--- config.mk ---
export PLATFORM = sky130hd
export DESIGN_NAME = extended_euclid_inverse
export DESIGN_NICKNAME = d
export VERILOG_FILES = /design/src/rtl/eei_pkg.sv /design/src/rtl/eei_ctrl.sv /design/src/rtl/eei_datapath.sv /design/src/rtl/extended_euclid_inverse.sv
export SDC_FILE = /design/constraint.sdc
export NUM_CORES = 1
export LEC_CHECK = 0
export BUFFER_PORTS_ARGS = -buffer_cell sky130_fd_sc_hd__clkbuf_2
export CORE_MARGIN = 3
export CORE_UTILIZATION = 55
export CTS_CLUSTER_SIZE = 16
export DETAILED_ROUTE_END_ITERATION = 8
export PLACE_DENSITY = 0.84
export SYNTH_ARGS = -nofsm -noshare
export SYNTH_HDL_FRONTEND = slang
export SYNTH_SLANG_ARGS = --single-unit
--- constraint.sdc ---
create_clock -name clk -period 15.2 [get_ports clk]
set_clock_uncertainty 0.2 [all_clocks]
set_input_delay 4.56 -clock clk [delete_from_list [all_inputs] [get_ports clk]]
set_output_delay 4.56 -clock clk [all_outputs]
set_load 0.1 [all_outputs]
--- src/rtl/eei_pkg.sv ---
// ----------------------------------------------------------------------------
// eei_pkg
// Shared types and constants for the extended Euclidean inverse block: the
// request and result items, the controller states and the command and status
// groups passed between the controller and the datapath.
// ----------------------------------------------------------------------------
package eei_pkg;

  localparam int DATA_WIDTH = 32;
  localparam int OPND_W     = 31;
  localparam int COEF_OUT_W = 32;
  localparam int STEP_W     = 6;
  localparam int BIT_CNT_W  = $clog2(OPND_W);

  typedef struct packed {
    logic [OPND_W-1:0] operand_a;
    logic [OPND_W-1:0] operand_b;
  } eei_request_t;

  typedef struct packed {
    logic [OPND_W-1:0]            final_remainder;
    logic [OPND_W-1:0]            previous_remainder;
    logic signed [COEF_OUT_W-1:0] coeff_s;
    logic signed [COEF_OUT_W-1:0] coeff_t;
    logic [STEP_W-1:0]            step_count;
  } eei_result_t;

  typedef enum logic [2:0] {
    ST_IDLE,
    ST_CHECK,
    ST_DIVIDE,
    ST_ACCUM,
    ST_UPDATE,
    ST_DONE
  } eei_state_t;

  typedef struct packed {
    logic load;
    logic div_init;
    logic div_step;
    logic accum;
    logic update;
  } eei_cmd_t;

  typedef struct packed {
    logic rem_le_one;
    logic div_last;
  } eei_status_t;

endpackage

--- src/rtl/eei_ctrl.sv ---
// ----------------------------------------------------------------------------
// eei_ctrl
// Controller state machine. It sequences each Euclid step through division,
// final product accumulation and the pair update, and flags the result cycle.
// ----------------------------------------------------------------------------
module eei_ctrl (
  input  logic                 clk,
  input  logic                 rst,
  input  logic                 start,
  input  eei_pkg::eei_status_t status,
  output eei_pkg::eei_cmd_t    cmd,
  output logic                 busy,
  output logic                 done
);
  import eei_pkg::*;

  eei_state_t state;
  eei_state_t state_next;

  always_ff @(posedge clk) begin
    if (rst) begin
      state <= ST_IDLE;
    end else begin
      state <= state_next;
    end
  end

  always_comb begin
    state_next = state;
    cmd        = '0;
    busy       = 1'b1;
    done       = 1'b0;
    unique case (state)
      ST_IDLE: begin
        busy = 1'b0;
        if (start) begin
          cmd.load   = 1'b1;
          state_next = ST_CHECK;
        end
      end
      ST_CHECK: begin
        if (status.rem_le_one) begin
          state_next = ST_DONE;
        end else begin
          cmd.div_init = 1'b1;
          state_next   = ST_DIVIDE;
        end
      end
      ST_DIVIDE: begin
        cmd.div_step = 1'b1;
        if (status.div_last) begin
          state_next = ST_ACCUM;
        end
      end
      ST_ACCUM: begin
        cmd.accum  = 1'b1;
        state_next = ST_UPDATE;
      end
      ST_UPDATE: begin
        cmd.update = 1'b1;
        state_next = ST_CHECK;
      end
      ST_DONE: begin
        done       = 1'b1;
        state_next = ST_IDLE;
      end
      default: begin
        state_next = ST_IDLE;
      end
    endcase
  end

endmodule

--- src/rtl/eei_datapath.sv ---
// ----------------------------------------------------------------------------
// eei_datapath
// Remainder, s and t pairs with a bit-serial restoring divider. The quotient
// bits are registered and feed shift-add accumulators in the next cycle;
// these form the quotient's products with the newest s and t coefficients.
// ----------------------------------------------------------------------------
module eei_datapath (
  input  logic                  clk,
  input  eei_pkg::eei_request_t request,
  input  eei_pkg::eei_cmd_t     cmd,
  output eei_pkg::eei_status_t  status,
  output eei_pkg::eei_result_t  result
);
  import eei_pkg::*;

  logic [OPND_W-1:0]     r_old;
  logic [OPND_W-1:0]     r_new;
  logic [DATA_WIDTH-1:0] s_old;
  logic [DATA_WIDTH-1:0] s_new;
  logic [DATA_WIDTH-1:0] t_old;
  logic [DATA_WIDTH-1:0] t_new;
  logic [DATA_WIDTH-1:0] acc_s;
  logic [DATA_WIDTH-1:0] acc_t;
  logic [OPND_W-1:0]     rem;
  logic [OPND_W-1:0]     dvd;
  logic                  qbit;
  logic [BIT_CNT_W-1:0]  bit_cnt;
  logic [STEP_W-1:0]     steps;

  logic [OPND_W:0]       trial;
  logic [OPND_W:0]       diff;
  logic                  trial_ge;
  logic [DATA_WIDTH-1:0] acc_s_next;
  logic [DATA_WIDTH-1:0] acc_t_next;

  assign trial    = {rem, dvd[OPND_W-1]};
  assign diff     = trial - {1'b0, r_new};
  assign trial_ge = (trial >= {1'b0, r_new});

  assign acc_s_next = {acc_s[DATA_WIDTH-2:0], 1'b0} + (qbit ? s_new : '0);
  assign acc_t_next = {acc_t[DATA_WIDTH-2:0], 1'b0} + (qbit ? t_new : '0);

  always_ff @(posedge clk) begin
    if (cmd.load) begin
      r_old <= request.operand_a;
      r_new <= request.operand_b;
      s_old <= {{(DATA_WIDTH-1){1'b0}}, 1'b1};
      s_new <= '0;
      t_old <= '0;
      t_new <= {{(DATA_WIDTH-1){1'b0}}, 1'b1};
      steps <= '0;
    end
    if (cmd.div_init) begin
      rem     <= '0;
      dvd     <= r_old;
      qbit    <= 1'b0;
      bit_cnt <= '0;
      acc_s   <= '0;
      acc_t   <= '0;
    end
    if (cmd.div_step) begin
      rem     <= trial_ge ? diff[OPND_W-1:0] : trial[OPND_W-1:0];
      dvd     <= {dvd[OPND_W-2:0], 1'b0};
      qbit    <= trial_ge;
      bit_cnt <= bit_cnt + 1'b1;
      acc_s   <= acc_s_next;
      acc_t   <= acc_t_next;
    end
    if (cmd.accum) begin
      acc_s <= acc_s_next;
      acc_t <= acc_t_next;
    end
    if (cmd.update) begin
      r_old <= r_new;
      r_new <= rem;
      s_old <= s_new;
      s_new <= s_old - acc_s;
      t_old <= t_new;
      t_new <= t_old - acc_t;
      steps <= steps + 1'b1;
    end
  end

  assign status.rem_le_one = (r_new[OPND_W-1:1] == '0);
  assign status.div_last   = (bit_cnt == BIT_CNT_W'(OPND_W - 1));

  assign result.final_remainder    = r_new;
  assign result.previous_remainder = r_old;
  assign result.step_count         = steps;

  if (DATA_WIDTH >= COEF_OUT_W) begin : g_coef_trunc
    assign result.coeff_s = s_new[COEF_OUT_W-1:0];
    assign result.coeff_t = t_new[COEF_OUT_W-1:0];
  end else begin : g_coef_ext
    assign result.coeff_s = {{(COEF_OUT_W-DATA_WIDTH){1'b0}}, s_new};
    assign result.coeff_t = {{(COEF_OUT_W-DATA_WIDTH){1'b0}}, t_new};
  end

endmodule

--- src/rtl/extended_euclid_inverse.sv ---
// ----------------------------------------------------------------------------
// extended_euclid_inverse
// Extended Euclidean recurrence on two 31-bit operands. The result holds the
// last two remainders, the newest s and t coefficients and the step count;
// a final remainder of one makes coeff_s the inverse of operand_a modulo
// operand_b.
// ----------------------------------------------------------------------------
// An item is taken when start is high while busy is low. Its result appears
// on the result port for a single cycle, marked by done, and the receiver
// cannot stall it, so it must capture the result in that cycle. Busy drops
// in the cycle after done; the block takes no new item until then. Each
// Euclid step passes through the loop check, the bit-serial divider, a
// state that finishes the quotient products and the pair update. With
// 31-bit operands the number of Euclid steps stays below about 46.
module extended_euclid_inverse (
  input  logic                  clk,
  input  logic                  rst,
  input  logic                  start,
  input  eei_pkg::eei_request_t request,
  output logic                  busy,
  output logic                  done,
  output eei_pkg::eei_result_t  result
);
  import eei_pkg::*;

  eei_cmd_t    cmd;
  eei_status_t status;

  eei_ctrl u_ctrl (
    .clk    (clk),
    .rst    (rst),
    .start  (start),
    .status (status),
    .cmd    (cmd),
    .busy   (busy),
    .done   (done)
  );

  eei_datapath u_datapath (
    .clk     (clk),
    .request (request),
    .cmd     (cmd),
    .status  (status),
    .result  (result)
  );

endmodule

==> run summary, run 1 <==
The path class of the tightest hold or removal check is flop to flop. At the placement stage, the worst setup path has a slack of 8.539 ns. Averaged over all synthesized cells, the footprint is 10.01 um^2. For the wire length of the first global-routing pass, the log shows 85870 um. The switching portion of total power is 38.00%, and the setup fix buffers added after clock tree synthesis is 0.

In this run, distinct cell masters in the synthesized netlist total 87. Count of clock tree sinks: 331. The synthesized design spends more area on one cell type than any other, namely sky130_fd_sc_hd__edfxtp_1. The die extent in x came out at 202.3 um.

Across the VDD grid, the largest voltage drop is 0.09949 mV. The run gives 0 as the number of max-slew violations in the final report. The logs give 0.03784 mm^2 for the core area and 63.11% for the core occupancy in the finished layout. The internal portion of the total power is 2099 uW.

The weighted congestion at the end of routability-driven global placement is 0.9147. The routed layout has 17.07k vias. For the worst setup path, the data arrival time is 1.78 ns.

In this run the power density over the cells is 141.7 mW/mm^2. For the worst setup path, the data required time is 10.44 ns. The first TritonRoute pass finished after 5 iterations. The setup slack of the critical path after layout was 8.663 ns. For the worst flop-to-flop path, the logic depth is 12.

The signal on the critical path passes through inv_1 > and3_1 > clkbuf_2. For the global routing met3 resource utilization, the log shows 4.010%. The switching power was 1286 uW; the number of violations reported at the end of detailed-routing iteration 0 was 1509. TritonCTS built the clock tree. In the synthesized netlist the dominant register cell turns out to be sky130_fd_sc_hd__edfxtp_1. In the final design database the tool counted 2513 nets.

Of all flip-flops after synthesis, the portion carrying an async set or reset was 0%. In this run the number of cells on the critical path is 3. Input and output buffers added on the ports amount to 198.

The count of hold-fix buffers inserted at cts came out at 0. The tools report the critical path capture point type as an output pin. The total global routing track utilization is 25.54%, and the placement-stage cell area is 0.02264 mm^2. The cell family contributing the most delay on the critical path is buffers and inverters. The highest-utilization routing layer at the global route stage is met2. The longest individual stage delay on the worst path came out at 0.51 ns. Timing-limited maximum frequency: 0.1530 GHz.

The post-route minimum period was 6.537 ns. The clock latency at the later pin of the worst-skew pair was 0.54 ns; the count of boundary I/O pins was 199. Dividing the detail-routed wire length by the instance count gives 18.90 um.

Setup repair after global routing left no endpoint under its margin. Clock tree synthesis inserted a total of 38 buffers. The combined area of all synthesized cells was 0.02120 mm^2.

After synthesis, the most frequently instantiated cells are sky130_fd_sc_hd__edfxtp_1, sky130_fd_sc_hd__nand2_1, sky130_fd_sc_hd__nor2_1, sky130_fd_sc_hd__ha_1, sky130_fd_sc_hd__inv_1. Total of cells resized after clock tree synthesis: 0. The clock passes through at most 3 buffers. The analysis attributes to cell leakage a power of 0.01057 uW. Number of warnings printed during yosys synthesis: 0. The run gives 36.1% as the part of the power in combinational logic.

Met1 usage in global routing: 34.00%. STA classifies the critical path startpoint as a flop. The part of the power in registers is 36.3%. From bottom edge to top edge, the die measures 202.3 um.

The total global routing overflow was 0. Counting both buffers and inverters, the worst setup path holds a total of 2. The critical path start-end classification was flop to output pin. The share of the clock period used by the worst path came out at 43.01%. The run finished with clean final reports. The tools report the pin count of the biggest net entering global routing as 156. The estimated wirelength of the detail-placed design is 37000 um.

The count of flip-flops with a built-in enable after synthesis came out at 327. In this run the critical register-to-register path is captured at u_datapath.rem[29]. The tools report the cell area after layout as 0.02388 mm^2.

In the routed design, unresolved DRC markers number 0. The die covers 0.04093 mm^2. The startpoint of the worst-slack reg-to-reg timing path is u_datapath.r_new[0]. The register clock-pin slew on the reported worst setup and hold paths works out to 0.06 ns. The logs give 0 for the hold violation count in the final report and 0 for the number of antenna-violating nets in the routed design. Setup violations remaining at the end of the flow were counted as 0. Most frequent cell after synthesis: sky130_fd_sc_hd__edfxtp_1. Along the worst path, the maximum fanout reaches 7.

Synthesis produced a netlist whose cell count is 2117. After synthesis, the largest area contributor takes up 46.33% of total cell area. The logs give 10.68 ns for the reg2reg setup slack and 1 for the initial antenna violation count. The critical path startpoint was u_ctrl.state[1].

Fill cell total of the finished layout: 3083. In the global route stage, met2 resource usage came out at 43.28%. For this configuration, the core starts out at a cell density of 56.01%. The tools report the placement row count as 71.

The share of the Yosys chip area taken by registers is 46.70%. Cells with a size suffix above 1 make up 13.39% of the layout. The layout-stage area growth over the synthesis result is 12.67%, and the aggregate negative setup slack is 0 ns. The run gives 16.86k as the via count of the first global-routing pass.

The tools report the max-slew headroom at the worst pin as 16.41%. For this block, the routed nets add up to 53460 um of wire. The tree is rooted in a sky130_fd_sc_hd__clkbuf_16.

The slowest stage of the critical path belongs to the cell sky130_fd_sc_hd__dfxtp_1. The via-per-instance ratio was 6.037. Synthesis produced a netlist with a net count of 2343. After synthesis, the cell types taking the most area are sky130_fd_sc_hd__edfxtp_1, sky130_fd_sc_hd__ha_1, sky130_fd_sc_hd__nand2_1, sky130_fd_sc_hd__nor2_1, sky130_fd_sc_hd__xnor2_1. The count of state elements after synthesis was 331. The measured slew at the worst slew-check pin came out at 1.254 ns.

The logs give 27.6% for the clock network fraction of design power and 2 for the number of levels the H-tree was split into. Following the worst setup path forward leads to its endpoint at done. Across the run, the number of max-cap violations was 0.
[layer usage]
layer  share of wire [%]  up-vias
li1                    -     8085
met1                  43     8219
met2                  48      667
met3                 6.9      101
met4                 2.5        2
met5               0.037        -
[flip-flops by register name, summed over array words and instances, names as in the netlist]
signal              cells
u_datapath.t_new       32
u_datapath.acc_s       32
u_datapath.qbit         1
u_ctrl.state            3
u_datapath.bit_cnt      5
u_datapath.r_new       31
u_datapath.s_old       32
u_datapath.rem         31
u_datapath.acc_t       32
u_datapath.s_new       32
u_datapath.r_old       31
u_datapath.t_old       32
u_datapath.dvd         31
u_datapath.steps        6
[layout make-up]
cell class                      instances  area [um^2]  share of cell area [%]
Multi-Input combinational cell       1563        10460                   43.81
Timing Repair Buffer                  211         1101                   4.610
Antenna cell                            1        2.502                 0.01048
Tap cell                              511        639.4                   2.677
Sequential cell                       331         9901                   41.46
Clock inverter                         20        229.0                  0.9588
Inverter                              142        533.0                   2.232
Clock buffer                           49         1013                   4.244
[power groups by stage]
stage	clock network (uW)	logic, uW	registers, uW
final	936	1220	1230
after global routing	983	1330	1240
after CTS	945	1210	1230
after detailed placement	0	1200	1250
after global placement	0	1170	1240
after floorplan	0	738	1470
[cells by family (layout without fill, tap and decap cells)]
family,Yosys count,count (layout),synth area share [%]
muxes,13,13,0.6139
adders and majority gates,161,161,9.681
buffers and inverters,223,422,4.156
xor gates and xnor gates,114,114,4.710
other,0,1,0
and+or+nand+nor,750,750,17.28
AOI/OAI and AO/OA,525,525,16.86
DFF,331,331,46.70
[through the flow]
step	total power, uW	hold slack, ns	std cells
floorplan	2206	0.2608	2117
global placement	2409	0.2485	2758
detailed placement	2446	0.2720	2758
CTS	3384	0.2833	2827
global route	3550	0.3035	2827
finish	3385	0.2819	2828
[cell usage in the layout (no fill, tap or decap), types with 11 or more instances in the layout]
cell / count
sky130_fd_sc_hd__buf_4: 12
sky130_fd_sc_hd__a211oi_1: 23
sky130_fd_sc_hd__mux2i_1: 13
sky130_fd_sc_hd__nor4_1: 15
sky130_fd_sc_hd__nand2b_1: 15
sky130_fd_sc_hd__o211ai_1: 11
sky130_fd_sc_hd__nand2_1: 216
sky130_fd_sc_hd__xnor2_1: 71
sky130_fd_sc_hd__a31oi_1: 15
sky130_fd_sc_hd__nor2b_1: 18
sky130_fd_sc_hd__and3_1: 84
sky130_fd_sc_hd__o21ai_0: 104
sky130_fd_sc_hd__a21oi_1: 121
sky130_fd_sc_hd__a22o_1: 32
sky130_fd_sc_hd__or3_1: 11
sky130_fd_sc_hd__nand4_1: 18
sky130_fd_sc_hd__a21o_1: 76
sky130_fd_sc_hd__and2_1: 78
sky130_fd_sc_hd__inv_1: 141
sky130_fd_sc_hd__nor3_1: 43
sky130_fd_sc_hd__nand3_1: 37
sky130_fd_sc_hd__nor2_1: 174
sky130_fd_sc_hd__o31ai_1: 14
sky130_fd_sc_hd__clkbuf_16: 39
sky130_fd_sc_hd__xor2_1: 43
sky130_fd_sc_hd__o21a_1: 31
sky130_fd_sc_hd__clkbuf_2: 198
sky130_fd_sc_hd__o21bai_1: 17
sky130_fd_sc_hd__edfxtp_1: 327
sky130_fd_sc_hd__ha_1: 156
[worst register-to-register path: stages, from the launching register on]
cell and delay [ns]:
sky130_fd_sc_hd__edfxtp_1 0.43, sky130_fd_sc_hd__ha_1 0.21, sky130_fd_sc_hd__inv_1 0.06, sky130_fd_sc_hd__fa_1 0.42, sky130_fd_sc_hd__a21o_4 0.26, sky130_fd_sc_hd__a221oi_4 0.36
sky130_fd_sc_hd__o211ai_2 0.13, sky130_fd_sc_hd__a31oi_1 0.31, sky130_fd_sc_hd__nor4_1 0.14, sky130_fd_sc_hd__or4_1 1.10, sky130_fd_sc_hd__nand2_4 0.37, sky130_fd_sc_hd__inv_2 0.07
sky130_fd_sc_hd__a32o_1 0.22
[how the worst min path moves through the flow]
stage                      startpoint                 to  slack [ns]  cells after the start
floorplan           u_datapath.dvd[0]  u_datapath.dvd[0]        0.26                      2
global placement      u_ctrl.state[2]    u_ctrl.state[2]        0.25                      1
detailed placement    u_ctrl.state[2]    u_ctrl.state[2]        0.27                      1
CTS                   u_ctrl.state[2]    u_ctrl.state[2]        0.28                      1
global route          u_ctrl.state[2]    u_ctrl.state[2]        0.30                      1
finish                u_ctrl.state[2]    u_ctrl.state[2]        0.28                      1
(Power assumes the default switching activity.)
==> run 2: changes to the inputs <==
Clock period 15.2 ns to 6.32 ns, I/O delays scaled along.
==> run 2 against run 1 <==
  * First-iteration DRC count is 6.0% lower
  * Global-route usage is 0.40 points higher
  * Routed wire length is 1.7% higher
  * Non-clock buffer count is 4 higher
  * Power is 140% higher
  * Via count is 0.98% higher
  * Count of clock-buffer cells in the layout is 4 higher
  * Clock power is 150% higher
  * Setup slack worse by 6.8 ns
  * Sequential share of layout area is 0.13 points lower
  * Critical endpoint is now u_datapath.rem[29]
  * Highest routed layer is now met4
==> run summary, run 2 (same netlist as run 1, synthesis figures left out) <==
STA classifies the critical path startpoint as a flop. The count of boundary I/O pins was 199 (unchanged); the count of hold-fix buffers inserted at cts was 0 (unchanged). The tools report the number of buffers created by CTS as 38 (unchanged). The run gives 0 (unchanged) as the post-route DRC violation count. The tools report the number of max-slew violations in the final report as 0 (unchanged). The measured slew at the worst slew-check pin was 1.363 ns (+0.1094 ns); the clock latency at the later pin of the worst-skew pair was 0.56 ns (+0.02 ns). The routed wire length per instance came out at 19.20 um (+1.6%).

Critical path capture point type: a flop. The die extent in x was 202.3 um (unchanged). Routed via count: 17.24k (+0.98%). The pin count of the biggest net entering global routing came out at 79 (-49%). The count of clock tree sinks was 331 (unchanged); the part of the power in registers was 36.0% (-0.3 points).

The aggregate negative setup slack is 0 ns (unchanged), and the share of the clock period used by the worst path is 69.96%. The via-per-instance ratio was 6.090 (+0.87%). The longest individual stage delay on the worst path is 1.14 ns (+0.63 ns), and the post-route minimum period is 4.421 ns.

The switching portion of total power was 37.63% (-0.37 points); the wire length on met3 was 4039 um (+9.1%). The signal on the critical path passes through inv_1 > ha_1 > inv_1 > fa_1 > a21o_4 > a221oi_4 > o211ai_2 > a31oi_1 > nor4_1 > or4_1 > nand2_4 > inv_2 > a32o_1. In the layout the commonest cells are sky130_fd_sc_hd__edfxtp_1, sky130_fd_sc_hd__nand2_1, sky130_fd_sc_hd__clkbuf_2. Number of endpoints failing setup at the final stage: 0 (unchanged). The number of violations reported at the end of detailed-routing iteration 0 is 1418 (-6.0%), and the total global routing overflow is 0 (unchanged).

The timing-limited maximum frequency was 0.2262 GHz. The slowest stage of the critical path is the sky130_fd_sc_hd__or4_1 cell. Register clock-pin slew on the reported worst setup and hold paths: 0.06 ns (about the same). Top routing layer in use: met4. The setup fix buffers added after clock tree synthesis is 0 (unchanged), and the max-slew headroom at the worst pin is 9.115% (-7.3 points). The number of iterations in the first detailed-routing pass is 8 (+3), and the chip height is 202.3 um (unchanged). The hold-critical path depth was 1 (unchanged); the setup slack of the critical path after layout was 1.899 ns (-6.764 ns).

The via count of the first global-routing pass is 17.18k (+1.9%), and the layout-stage area growth over the synthesis result is 13.02%. The tools report the total of cells resized after clock tree synthesis as 0 (unchanged). The worst min-delay path class was flop to flop. The core occupancy in the finished layout is 63.30% (+0.20 points), and the total power density per cell area is 344.1 mW/mm^2 (+140%).

For the core area, the log shows 0.03784 mm^2 (unchanged). The run gives 0 (unchanged) as the hold violation count in the final report. The number of maximum-capacitance constraint violations was 0 (unchanged); the internal power of the cells was 5141 uW (+140%). The tools report the final layout net count as 2517 (+0.16%). The tools report the number of antenna repair diodes as 0 (-1). The critical path start-end classification was flop to flop.

The tools report the total global routing track utilization as 25.94% (+0.40 points). The tree is rooted in a sky130_fd_sc_hd__clkbuf_16. The share of layout cells above drive strength 1 was 13.36% (-0.023 points).

The logs give 0.01060 uW (+0.27%) for the leakage power and 0.2260 mV (+130%) for the worst supply voltage drop on vdd. The flow ran to the end, and the final reports show no timing, DRC or antenna violations. The number of levels the H-tree was split into is 2 (unchanged). The logs give 22770 um (-0.35%) for the length of routed wiring on met1 and 1.920 ns (-6.619 ns) for the worst-case setup slack after placement. The logs give 54350 um (+1.7%) for the total length of routed wires and 3102 uW (+140%) for the switching power. The critical path data arrival time was 4.53 ns (+2.75 ns). For the estimated wirelength of the detail-placed design, the log shows 38270 um (+3.4%).

TritonCTS built the clock tree. The met2 routed wirelength came out at 26140 um (+2.2%). The part of the power in combinational logic is 35.7% (-0.4 points). The wire length of the first global-routing pass is 87640 um (+2.1%). Setup repair after global routing left no endpoint under its margin. The cell depth of the worst flop-to-flop path is 13 (+1). The tools report the clock network fraction of design power as 28.3% (+0.7 points). The largest fanout on the critical path is 25 (+18), and the placement row count is 71 (unchanged). The tools report the starting density of the core as 56.01% (unchanged).

The weighted congestion at the end of routability-driven global placement was 0.9317 (+1.9%). Initial antenna violation count: 0 (-1). The die area came out at 0.04093 mm^2 (unchanged). The most common cell after layout, fill and taps aside is sky130_fd_sc_hd__edfxtp_1.

The number of antenna-violating nets in the routed design came out at 0 (unchanged). The number of buffers on the longest clock path is 3 (unchanged). The critical path's most frequent cell was sky130_fd_sc_hd__inv_1. The number of port buffers was 198 (unchanged).

The required arrival time at the worst endpoint came out at 6.43 ns (-4.01 ns).
[run 2: changes by cell type in the layout (fill, tap and decap cells not counted), moves of 2 or more]
cell                        change
sky130_fd_sc_hd__clkinv_2       -7
sky130_fd_sc_hd__buf_4          +5
sky130_fd_sc_hd__clkbuf_1       +2
sky130_fd_sc_hd__clkinv_1       +2
sky130_fd_sc_hd__clkbuf_16      +2
[run 2: path summary, 6_finish.rpt]
check	start	to	slack (ns)
worst max register to register	u_datapath.dvd[30]	u_datapath.rem[29]	1.90
worst max-delay path	u_datapath.dvd[30]	u_datapath.rem[29]	1.90
worst min register to register	u_ctrl.state[2]	u_ctrl.state[2]	0.30
worst min-delay path	u_ctrl.state[2]	u_ctrl.state[2]	0.30
[run 2: power by group through the flow]
stage	Clock [uW]	Sequential [uW]	Combinational, uW
2_1_floorplan	0	3520	1780
3_3_place_gp	0	3000	2820
3_5_place_dp	0	3010	2890
4_1_cts	2360	2970	2910
5_1_grt	2440	3000	3190
6_report	2330	2970	2940
[run 2: stage by stage]
| step | total power, uW | std cells | hold slack [ns] | instance area (um^2) |
|---|---|---|---|---|
| 6_report | 8243 | 2831 | 0.3018 | 23960 |
| 5_1_grt | 8631 | 2831 | 0.3371 | 23960 |
| 4_1_cts | 8242 | 2831 | 0.3044 | 23960 |
| 3_5_place_dp | 5896 | 2762 | 0.2987 | 22650 |
| 3_3_place_gp | 5814 | 2762 | 0.2797 | 22650 |
| 2_1_floorplan | 5290 | 2117 | 0.2608 | 21200 |
[run 2: critical path: cells and delay by family, from the launching register on]
kind | cells | cell delay (ns)
AOI/OAI and AO/OA | 5 | 1.18
DFF | 1 | 0.38
buffers and inverters | 3 | 0.19
adders and majority gates | 2 | 0.58
and+or+nand+nor | 3 | 1.63
[run 2: layout make-up]
type | count | area (um^2)
Clock inverter | 16 | 230.2
Fill cell | 3066 | 13890
Tap cell | 511 | 639.4
Clock buffer | 53 | 1071
Inverter | 142 | 533.0
Timing Repair Buffer | 215 | 1119
Sequential cell | 331 | 9901
Multi-Input combinational cell | 1563 | 10460
[run 2: layer usage]
| metal | track usage (%) | vias up |
|---|---|---|
| met3 | 5.105 | 128 |
| met4 | 8.265 | 0 |
| met5 | 0 | - |
| met2 | 43.40 | 696 |
| li1 | - | 8085 |
| met1 | 34.22 | 8332 |
==> run 3: changes to the inputs <==
Settings changed: PLACE_DENSITY 0.84 to 0.87.
Clock period 6.32 ns to 3.8 ns, I/O delays scaled along.
==> run 3 against run 2 <==
  * Critical path depth unchanged
  * Utilization up 0.20 points
  * Global-route usage about the same
  * Clock power up 57%
  * Via count down 0.27%
  * Non-clock buffer count up 9
  * Setup slack worse by 1.7 ns
  * Die area unchanged
  * Combinational power up 68%
  * Cell area up 0.31%
  * Fmax up 22%
  * Critical path type unchanged
  * Largest power group unchanged
==> run summary, run 3 (same netlist as run 1, synthesis figures left out) <==
The initial antenna violation count was 1 (+1). The estimated wirelength of the detail-placed design was 38540 um (+0.69%); the count of hold-fix buffers inserted at cts was 0 (unchanged). From synthesis to final layout, the design area changed by 13.37%.

The die area is 0.04093 mm^2 (unchanged), and the post-route DRC violation count is 0 (unchanged). The tools report the leakage power as 0.01062 uW (+0.22%). The measured slew at the worst slew-check pin came out at 0.9875 ns (-0.3757 ns).

The number of antenna-violating nets in the routed design is 0 (unchanged). The post-route minimum period is 3.631 ns (-0.7903 ns). The number of antenna repair diodes came out at 0 (unchanged).

The logs give 104 (+32%) for the pin count of the biggest net entering global routing and 0.03784 mm^2 (unchanged) for the core area. The longest individual stage delay on the worst path came out at 0.51 ns (-0.63 ns). Share of layout cells above drive strength 1: 13.86% (+0.50 points). The total global routing overflow is 0 (unchanged).

The placement row count is 71 (unchanged), and the number of max-slew violations in the final report is 0 (unchanged). The share of the clock period used by the worst path is 95.56% (+26 points), and the starting density of the core is 56.01% (unchanged). The count of clock tree sinks was 331 (unchanged); the wire length of the first global-routing pass was 87680 um (about the same).

The final hold slack was 0.3138 ns (+0.01208 ns). The number of levels the H-tree was split into is 2 (unchanged). The library cells used most frequently in the layout, excluding fill and tap cells, are sky130_fd_sc_hd__edfxtp_1, sky130_fd_sc_hd__nand2_1, sky130_fd_sc_hd__clkbuf_2.

The number of buffers on the longest clock path was 3 (unchanged); the hold violation count in the final report was 0 (unchanged). The required arrival time at the worst endpoint was 3.88 ns (-2.55 ns). STA classifies the critical path startpoint as a flop.

The via-per-instance ratio is 6.052 (-0.62%). Max-slew headroom at the worst pin: 34.16% (+25 points). Setup repair after global routing left no endpoint under its margin.

The tools report the clock latency at the later pin of the worst-skew pair as 0.55 ns (about the same). The tools report the total global routing track utilization as 25.98% (+0.035 points). The critical-path cell with the highest stage delay is sky130_fd_sc_hd__or4_1. The number of buffers created by CTS was 38 (unchanged). The library cell used most frequently in the layout, excluding fill and tap cells, is sky130_fd_sc_hd__edfxtp_1. Cell area after layout: 0.02403 mm^2 (+0.31%). Chip height: 202.3 um (unchanged). The register clock-pin slew on the reported worst setup and hold paths came out at 0.06 ns (about the same).

For the total of cells resized after clock tree synthesis, the log shows 0 (unchanged). For the final layout net count, the log shows 2526 (+0.36%). The total length of routed wires was 54060 um (-0.52%); the number of iterations in the first detailed-routing pass was 5 (-3). On the critical path the largest part of the delay comes from compound AO/OA/AOI/OAI gates.

The number of port buffers is 198 (unchanged), and the routed wire length per instance is 19.03 um (-0.87%). The critical path data arrival time is 3.71 ns (-0.82 ns), and the die extent in x is 202.3 um (unchanged). The run gives 0 (unchanged) as the number of endpoints failing setup at the final stage. The worst supply voltage drop on vdd was 0.5104 mV (+130%); the setup fix buffers added after clock tree synthesis was 0 (unchanged).

For the number of violations reported at the end of detailed-routing iteration 0, the log shows 1486 (+4.8%). The tools report the critical path capture point type as a flop. Critical path start-end classification: flop to flop.

For the placement-stage cell area, the log shows 0.02281 mm^2 (+0.70%). Aggregate negative setup slack: 0 ns (unchanged). The CTS root buffer was sky130_fd_sc_hd__clkbuf_16. The worst min-delay path class was flop to flop.

TritonCTS built the clock tree. The timing-limited maximum frequency was 0.2754 GHz (+22%). The flow ran to the end, and the final reports show no timing, DRC or antenna violations.

The via count of the first global-routing pass is 17.08k (-0.59%). The total power density per cell area came out at 563.3 mW/mm^2 (+64%). Walking the worst path, the cells encountered are inv_1 > ha_2 > inv_2 > fa_2 > a21o_4 > a221oi_4 > o211ai_2 > a31oi_1 > nor4_1 > or4_1 > buf_4 > mux2i_1 > nor2_1. The routed via count came out at 17.20k (-0.27%). Largest fanout on the critical path: 23 (-8.0%). The tools report the number of maximum-capacitance constraint violations as 0 (unchanged). The number of buffer and inverter stages on the critical path came out at 3 (unchanged).

The count of boundary I/O pins was 199 (unchanged). The weighted congestion at the end of routability-driven global placement came out at 0.9165 (-1.6%).
## run 3: changes by cell type in the layout (fill, tap and decap cells not counted), sizes merged
| cell | before | now |
|---|---|---|
| buf | 17 | 26 |
| bufinv | 6 | 2 |
| clkinv | 9 | 11 |
| clkbuf | 251 | 252 |
| clkinvlp | 1 | 2 |
| inv | 142 | 143 |
## run 3: final cells by class
| type | count | area (um^2) |
|---|---|---|
| fill | 2991 | 13810 |
| multi-input combinational | 1563 | 10480 |
| sequential | 331 | 9901 |
| timing repair buffer | 224 | 1261 |
| clock buffer | 54 | 1085 |
| tap | 511 | 639.4 |
| inverter | 142 | 533.0 |
| clock inverter | 16 | 133.9 |
## run 3: stage by stage
step           setup WS (ns)  power, uW  instances  util [%]
4_1_cts               0.2010      13540       2841     63.50
3_3_place_gp          0.3096       9700       2771     60.28
6_report              0.1688      13540       2841     63.50
2_1_floorplan       -0.08075       8795       2117         -
5_1_grt              0.01757      14190       2841     63.50
3_5_place_dp          0.2122       9849       2771     60.28
## run 3: worst paths after layout
path                                    startpoint                 to  slack [ns]  depth (start not counted)
worst min-delay path             u_datapath.dvd[0]  u_datapath.dvd[0]        0.31                          2
worst min register to register   u_datapath.dvd[0]  u_datapath.dvd[0]        0.31                          2
worst max-delay path            u_datapath.dvd[30]  u_datapath.rem[4]        0.17                         13
worst max register to register  u_datapath.dvd[30]  u_datapath.rem[4]        0.17                         13
## run 3: worst min-delay path, stage by stage (launching register included)
cell	delay (ns)
sky130_fd_sc_hd__dfxtp_1	0.33
sky130_fd_sc_hd__mux2i_1	0.07
sky130_fd_sc_hd__nor2_1	0.08
## run 3: per-layer routing
metal / GRT usage (%) / share of wire, % / vias to the layer above
met3: 4.832 / 7.6 / 117
met4: 8.562 / 2.9 / 2
li1: - / - / 8109
met2: 43.49 / 48 / 683
met5: 0 / 0.018 / -
met1: 34.31 / 42 / 8284
## run 3: power by group
part           switching [uW]  internal, uW
clock                    1520          2130
combinational            3340          1600
sequential                327          4610
total                    5190          8350
